<file path="config.mk">
export PLATFORM = sky130hd
export DESIGN_NAME = ppt_back
export DESIGN_NICKNAME = d
export VERILOG_FILES = /design/src/hdl/assert_macros.svh /design/src/hdl/ppt_pkg.sv /design/src/hdl/ppt_back.sv
export SDC_FILE = /design/constraint.sdc
export NUM_CORES = 1
export LEC_CHECK = 0
export BUFFER_PORTS_ARGS = -buffer_cell sky130_fd_sc_hd__buf_2
export CORE_AREA = 4 4 165 167
export DETAILED_ROUTE_END_ITERATION = 8
export DIE_AREA = 0 0 169 171
export GPL_ROUTABILITY_DRIVEN = 0
export GPL_TIMING_DRIVEN = 0
export PLACE_DENSITY = 0.7
export SYNTH_ARGS = -nofsm -noshare
export SYNTH_HDL_FRONTEND = slang
export SYNTH_SLANG_ARGS = --single-unit
</file>
<file path="constraint.sdc">
create_clock -name clk -period 1.1 [get_ports clk]
set_clock_uncertainty 0.15 [all_clocks]
set_input_delay 0.22 -clock clk [delete_from_list [all_inputs] [get_ports clk]]
set_output_delay 0.22 -clock clk [all_outputs]
set_load 0.01 [all_outputs]
</file>
<file path="src/hdl/assert_macros.svh">
// Assertion helpers shared by the RTL.
`ifndef ASSERT_MACROS_SVH
`define ASSERT_MACROS_SVH

// Same-cycle implication, disabled while reset is asserted.
`define ASSERT_IMPL(label, clk, rst_n, ante, cons) \
	label: assert property (@(posedge clk) disable iff (!rst_n) (ante) |-> (cons)) \
		else $error("assertion failed");

// Next-cycle implication, disabled while reset is asserted.
`define ASSERT_NEXT(label, clk, rst_n, ante, cons) \
	label: assert property (@(posedge clk) disable iff (!rst_n) (ante) |=> (cons)) \
		else $error("assertion failed");

`endif

</file>
<file path="src/hdl/ppt_pkg.sv">
`timescale 1ns / 1ps
package ppt_pkg;

	localparam int NumCoef = 8;
	localparam int CfgIdxW = 4;
	localparam int QuoBits = 33;

	localparam int H00 = 0;
	localparam int H01 = 1;
	localparam int H02 = 2;
	localparam int H10 = 3;
	localparam int H11 = 4;
	localparam int H12 = 5;
	localparam int H20 = 6;
	localparam int H21 = 7;

	localparam logic [31:0] CoefOne = 32'h0010_0000;

	typedef logic [NumCoef-1:0][31:0] ppt_coef_t;

	// Identity mapping, highest index first.
	localparam ppt_coef_t CoefReset = {
		32'h0, 32'h0, 32'h0, CoefOne, 32'h0, 32'h0, 32'h0, CoefOne
	};

	// One quotient lane of the divider.
	typedef struct packed {
		logic [63:0]        rem;
		logic [QuoBits-1:0] quo;
		logic [16:0]        nlow;
		logic               neg;
		logic               ovf;
	} ppt_lane_t;

	// Everything a point carries through the divider stages.
	typedef struct packed {
		logic        valid;
		logic        dz;
		logic [63:0] dmag;
		logic [31:0] inten;
		logic        isat;
		ppt_lane_t   row;
		ppt_lane_t   col;
	} ppt_div_t;

endpackage

</file>
<file path="src/hdl/ppt_back.sv">
`timescale 1ns / 1ps
module ppt_back (
	input  logic              clk,
	input  logic              arst_n,
	input  logic              en,
	input  ppt_pkg::ppt_div_t d_in,
	output logic              out_valid,
	output logic [31:0]       new_row,
	output logic [31:0]       new_col,
	output logic [31:0]       new_intensity,
	output logic              denominator_zero,
	output logic              saturated
);

	logic [31:0] row_v, col_v;
	logic        row_sat, col_sat;

	function automatic logic [32:0] lane_final(ppt_pkg::ppt_lane_t l, logic [63:0] d);
		logic [33:0] q;
		logic        sat;
		logic [31:0] v;
		q = 34'(l.quo) + 34'({l.rem, 1'b0} >= {1'b0, d});
		sat = 1'b0;
		if (l.neg) begin
			if (l.ovf || q > 34'h8000_0000) begin
				sat = 1'b1;
				v   = 32'h8000_0000;
			end else begin
				v = 32'(-q);
			end
		end else if (l.ovf || q > 34'h7FFF_FFFF) begin
			sat = 1'b1;
			v   = 32'h7FFF_FFFF;
		end else begin
			v = q[31:0];
		end
		return {sat, v};
	endfunction

	assign {row_sat, row_v} = lane_final(d_in.row, d_in.dmag);
	assign {col_sat, col_v} = lane_final(d_in.col, d_in.dmag);

	always_ff @(posedge clk or negedge arst_n) begin
		if (!arst_n) begin
			out_valid <= 1'b0;
		end else if (en) begin
			out_valid <= d_in.valid;
		end
	end

	always_ff @(posedge clk) begin
		if (en) begin
			new_row          <= d_in.dz ? '0 : row_v;
			new_col          <= d_in.dz ? '0 : col_v;
			new_intensity    <= d_in.inten;
			denominator_zero <= d_in.dz;
			saturated        <= d_in.isat | (!d_in.dz & (row_sat | col_sat));
		end
	end

endmodule

</file>
==> impl_metrics.json, run 1 <==
{
  "run_status": "complete, but fails checks",
  "violations": "setup timing",
  "post_drt_wl_per_cell_um": 21.05,
  "grt_pass1_vias": 12150,
  "clock_latency_ns": 0.36,
  "clkSinkCount": 99,
  "synth_commonest_cells": "ha_1, a21oi_1, edfxtp_1",
  "drv_cap": 0,
  "synth-edff-count": 98,
  "rows": 59,
  "setup_slack_ns": -3.791,
  "clock_path_buffers": 2,
  "grt_util_all_layers": 0.2826,
  "totalWireLength_mm": 44.80,
  "cts_made_buffers": 9,
  "p_int_mw": 8.340,
  "p_sw_mw": 4.546,
  "core_area_um2": 25760,
  "synth_area_leader_cell": "edfxtp_1",
  "finalPower_mw": 12.89,
  "p_leak_nw": 7.244,
  "r2r_start": "out_valid",
  "yosysMostFrequentCell": "ha_1",
  "overflow": 0,
  "worstSetupPathType": "in2reg",
  "max_freq_mhz": 204.5,
  "layout-drive-gt1-share": 0.4545,
  "crit_arrival_ns": 4.94,
  "start_util": 0.4232,
  "ys.flop_type": "edfxtp_1",
  "dp_cells": 1969,
  "relSlewSlack": 0.4102,
  "ys_ff_latch": 99,
  "dr.pass1.iters": 5,
  "fin_crit_ns": 4.891,
  "htreeDepth": 3,
  "min_path_type": "in2async",
  "die_area_um2": 28900,
  "synthTopCellsByArea": "edfxtp_1, ha_1, a21oi_1",
  "switching_share": 0.3528,
  "chipHeight_um": 171,
  "path_clk_slew_ns": 0.08,
  "syn_avg_cell_area_um2": 8.689,
  "area_growth_pct": 54.34,
  "worstMarginPinSlew_ns": 0.8847,
  "final_nets": 2243,
  "worst-r2r-setup-slack_ns": 0.19,
  "seq_area_frac_synth": 0.2722,
  "ios": 433,
  "critPathLaunchType": "input port",
  "reg2regPathDepth": 1,
  "yosys_warnings": 0,
  "cp_max_fo": 4,
  "grt_pass1_wl_mm": 65.00,
  "syn-cell-area_um2": 10900,
  "setup_viol": 164,
  "io_buffers": 378,
  "viasPerCell": 5.887,
  "drtIter0Drc": 1028,
  "combPwrFrac": 0.378,
  "cts_tree": "done",
  "slew_viol_final": 0,
  "synthArstFlopShare": 0.01010,
  "busiest_layer": "met2",
  "nFillCells": 2050,
  "clkPwrFrac": 0.266,
  "die_w_um": 169,
  "ant_nets": 0,
  "synth_top_area_share": 0.2699,
  "final_cells": 2128,
  "grtUsageMet1": 0.3256,
  "power.share.sequential": 0.356,
  "fin_crit_sh": 4.446,
  "r2r-end": "out_valid",
  "power.density_nw_per_um2": 765.7,
  "synthCells": 1255,
  "dr_total_vias": 12530,
  "irDropWorstVdd_uv": 717.4,
  "syn_nets": 1723,
  "root_buffer": "clkbuf_16",
  "grt_start_max_net_pins": 39,
  "rsz0062_at_grt": "yes",
  "met3_usage": 0.05522,
  "drc_errors": 0,
  "synth_cell_types": 88,
  "finalHoldViolations": 0,
  "crit_required_ns": 1.15,
  "utilization": 0.6532,
  "crit_path_end_kind": "flop",
  "antenna_found_initial": 16,
  "grtUsageMet2": 0.5095,
  "hpwl_mm": 32.91
}
## cells by family (layout without fill, tap and decap cells)
| kind of cell | after synthesis | count (layout) | synth area share |
|---|---|---|---|
| adders and majority gates | 134 | 134 | 0.1538 |
| xor gates and xnor gates | 85 | 85 | 0.06827 |
| and+or+nand+nor | 472 | 472 | 0.2351 |
| DFF | 99 | 99 | 0.2722 |
| AOI/OAI and AO/OA | 301 | 301 | 0.1933 |
| muxes | 25 | 25 | 0.02318 |
| buffers and inverters | 139 | 664 | 0.05416 |
| other | 0 | 13 | 0 |
## per-stage QoR
step	area (um2)	hold slack [ns]	setup TNS (ns)	worst slack, ns
floorplan	11330	-0.2256	-219.88	-3.642
CTS	15910	0.01460	-240.42	-3.671
global placement	13640	-0.1508	-422.93	-5.009
finish	16830	0.05111	-244.10	-3.791
detailed placement	13670	-0.1499	-323.21	-5.085
global route	16820	0.02977	-254.58	-3.872
## repair_timing
action	4_1_cts	5_1_grt
resized for setup	203	115
buffers inserted	69	30
hold buffers	35	0
hold endpoints to repair	35	0
setup endpoints to repair	165	164
pin swaps	70	79
cloned	5	1
## worst max path at each step
| stage | from | end | slack [ns] |
|---|---|---|---|
| after floorplan | d_in[93] | new_col[30] | -3.64 |
| after global placement | d_in[288] | new_col[5] | -5.01 |
| after detailed placement | d_in[288] | new_col[5] | -5.09 |
| after CTS | d_in[291] | new_col[1] | -3.67 |
| after global routing | d_in[291] | new_col[5] | -3.87 |
| final | d_in[291] | new_col[30] | -3.79 |
## per-layer routing
layer,routed length (um),vias up
met1,16220,5804
li1,-,5822
met4,2324,10
met3,4080,158
met2,22110,734
met5,62,-
## cell usage in the layout, fill, tap and decap left out, drive strengths merged, types with 23 or more instances in the layout
cell	count
o21ai	45
inv	83
nand4	53
dlygate4sd3	35
a21o	39
xor2	37
nand2	80
clkbuf	40
ha	134
nor3	46
nor4	29
edfxtp	98
a21oi	100
xnor2	48
buf	503
nand3	68
nor2	93
mux2i	23
and3	25
## cell type report
cell class / count / area (um2) / area share
Antenna cell: 13 / 32.53 / 0.001933
Buffer: 55 / 336.6 / 0.02000
Clock buffer: 9 / 225.2 / 0.01338
Clock inverter: 7 / 88.84 / 0.005278
Inverter: 78 / 327.8 / 0.01948
Multi-Input combinational cell: 1017 / 9055 / 0.5380
Sequential cell: 99 / 2968 / 0.1763
Tap cell: 335 / 419.2 / 0.02491
Timing Repair Buffer: 515 / 3377 / 0.2007
## critical path: stages
cell	delay [ns]
buf_6	0.10
inv_4	0.06
ha_4	0.19
a21o_1	0.15
a21o_1	0.19
a211oi_2	0.24
o21ai_2	0.09
a21oi_2	0.15
a311oi_2	0.16
o31ai_2	0.26
nand3_2	0.13
ha_4	0.21
ha_4	0.22
inv_4	0.06
ha_4	0.12
or4b_4	0.47
o31ai_4	0.08
o21a_2	0.23
o211ai_4	0.10
or2_4	0.28
buf_4	0.14
buf_6	0.11
or4_4	0.49
nor3_1	0.25
a211o_1	0.23
## sequential cells by signal, indices dropped and copies added, names as in the netlist
name and cells:
new_col 32, out_valid 1, new_intensity 32, saturated 1, new_row 32, denominator_zero 1
## power by group through the flow
stage               sequential (mW)  clock (mW)  combinational (mW)
floorplan                      4.83           0                2.02
global placement               4.67           0                3.72
detailed placement             4.67           0                3.82
CTS                            4.59        3.45                4.45
global route                   4.61        3.63                5.28
finish                         4.59        3.43                4.87
Power figures use the tool's default switching activity.
==> run 2: changes to the inputs <==
- CORE_AREA: 4 4 165 167 -> unset
- CORE_MARGIN: unset -> 4
- CORE_UTILIZATION: unset -> 25
- DIE_AREA: 0 0 169 171 -> unset
- PLACE_DENSITY: 0.7 -> 0.46
==> impl_metrics.json, run 2 (synthesis gave the netlist of run 1 again) <==
{
  "run_status": "complete, but fails checks",
  "violations": "setup timing",
  "setup_viol": 164,
  "drc_errors": 0,
  "worstMarginPinSlew_ns": 1.049,
  "ant_nets": 0,
  "fin_crit_ns": 4.722,
  "area_growth_pct": 57.82,
  "p_leak_nw": 7.255,
  "worstSetupPathType": "in2reg",
  "layout-drive-gt1-share": 0.4474,
  "final_cell_mix": "buf_2, ha_1, edfxtp_1",
  "cts_made_buffers": 9,
  "min_path_type": "in2reg",
  "chipHeight_um": 216.8,
  "grt_pass1_wl_mm": 69.43,
  "grt_start_max_net_pins": 38,
  "nFillCells": 4367,
  "utilization": 0.3995,
  "ios": 433,
  "dr_total_vias": 11960,
  "path_cells": "buf_6 > inv_4 > ha_4 > a21o_1 > a21oi_2 > nor2b_1 > o21ai_1 > a21oi_1 > o41a_1 > o31ai_2 > nand3_2 > ha_4 > ha_4 > inv_4 > ha_4 > or4b_4 > o31ai_4 > o21a_2 > o211ai_4 > or2_4 > buf_6 > or4_4 > a211o_1",
  "cp_max_fo": 7,
  "worst_path_most_repeated_cell": "ha_4",
  "hpwl_mm": 36.37,
  "antenna_found_initial": 4,
  "worst_hold_slack_ns": 0.09632,
  "cp_slowest_cell": "or4_4",
  "clkPwrFrac": 0.256,
  "relSlewSlack": 0.3010,
  "switching_share": 0.3507,
  "crit_arrival_ns": 4.69,
  "drv_cap": 0,
  "rsz0062_at_grt": "yes",
  "clock_latency_ns": 0.36,
  "irDropWorstVdd_uv": 721.9,
  "die_area_um2": 47020,
  "max_freq_mhz": 211.8,
  "grt_util_all_layers": 0.1863,
  "clock_path_buffers": 2,
  "io_buffers": 378,
  "crit_path_end_kind": "flop",
  "final_common_cell": "buf_2",
  "p_int_mw": 8.306,
  "dr.pass1.iters": 4,
  "core_area_um2": 43080,
  "post_drt_wl_per_cell_um": 19.34,
  "htreeDepth": 3,
  "totalWireLength_mm": 45.85,
  "power.share.sequential": 0.358,
  "diodes": 0,
  "setup_slack_ns": -3.622,
  "clkSinkCount": 99,
  "crit_required_ns": 1.07,
  "power.density_nw_per_um2": 743.4,
  "combPwrFrac": 0.386,
  "cts_tree": "done",
  "top_regs": "new_col x32, new_intensity x32, new_row x32",
  "overflow": 0,
  "drtIter0Drc": 556,
  "critPathLaunchType": "input port",
  "die_w_um": 216.8,
  "fin_crit_sh": 4.292,
  "path_clk_slew_ns": 0.07,
  "final_nets": 2249,
  "critPathMaxStageDelay_ns": 0.48,
  "grt_pass1_vias": 12220,
  "start_util": 0.2531,
  "slew_viol_final": 0,
  "viasPerCell": 5.045,
  "rows": 76,
  "p_sw_mw": 4.487,
  "root_buffer": "clkbuf_16",
  "finalHoldViolations": 0
}
[run 2: changes by cell type in the layout (fill, tap and decap cells not counted), moves of 7 or more]
cell / change
ha_4: -11
nor2_4: +8
inv_2: -7
ha_1: +11
inv_1: +7
diode_2: -13
[run 2: critical path, delay by kind of cell]
family	cells	cell delay, ns
AND/OR/NAND/NOR	5	1.44
buffers and inverters	4	0.37
adder cells (fa/ha/maj)	4	0.78
AO/OA/AOI/OAI	10	1.88
[run 2: layout make-up]
cell class | count | area [um2] | area share
Multi-Input combinational cell | 1017 | 9110 | 0.5294
Timing Repair Buffer | 523 | 3442 | 0.2000
Sequential cell | 99 | 2968 | 0.1725
Tap cell | 585 | 732.0 | 0.04253
Inverter | 78 | 335.3 | 0.01949
Buffer | 53 | 324.1 | 0.01883
Clock buffer | 9 | 225.2 | 0.01309
Clock inverter | 7 | 72.57 | 0.004217
[run 2: routing by layer]
layer  vias to the layer above  track usage  part of all wire
met5                         -            0           0.00092
met1                      5645       0.2277              0.41
met4                         8      0.04834             0.024
met2                       447       0.3248              0.48
met3                        58      0.05110             0.083
li1                       5804            -                 -
[run 2: through the flow]
stage / total power [mW] / setup TNS [ns] / instance area, um2 / setup WS, ns / cells
2_1_floorplan: 6.851 / -219.88 / 11330 / -3.642 / 1255
3_3_place_gp: 8.575 / -460.25 / 13950 / -5.469 / 2218
3_5_place_dp: 8.609 / -349.17 / 13980 / -5.435 / 2219
4_1_cts: 12.65 / -250.58 / 16360 / -3.779 / 2342
5_1_grt: 13.63 / -258.31 / 17210 / -3.792 / 2371
6_report: 12.79 / -242.02 / 17210 / -3.622 / 2371
[run 2: power by group through the flow]
stage	Sequential, mW	Clock (mW)	Combinational, mW
after floorplan	4.83	0	2.02
after global placement	4.67	0	3.91
after detailed placement	4.66	0	3.95
after CTS	4.58	3.42	4.65
after global routing	4.61	3.57	5.44
final	4.58	3.27	4.94
[run 2: what timing repair did]
| action | CTS | global route |
|---|---|---|
| endpoints found under the setup margin | 228 | 164 |
| pin swaps | 73 | 88 |
| buffers inserted | 74 | 37 |
| hold endpoints to repair | 35 | 0 |
| hold buffers | 36 | 0 |
| gates cloned | 3 | 0 |
| resized for setup | 218 | 133 |
[run 2: final timing paths]
path	slack [ns]	start	cells after the start	to
setup / recovery	-3.62	d_in[299]	23	new_col[30]
hold / removal	0.1	en	1	new_col[20]
setup reg to reg	0.21	out_valid	1	out_valid
hold reg to reg	0.36	out_valid	1	out_valid
max in group asynchronous	0.16	arst_n	3	out_valid
min in group asynchronous	0.54	arst_n	3	out_valid
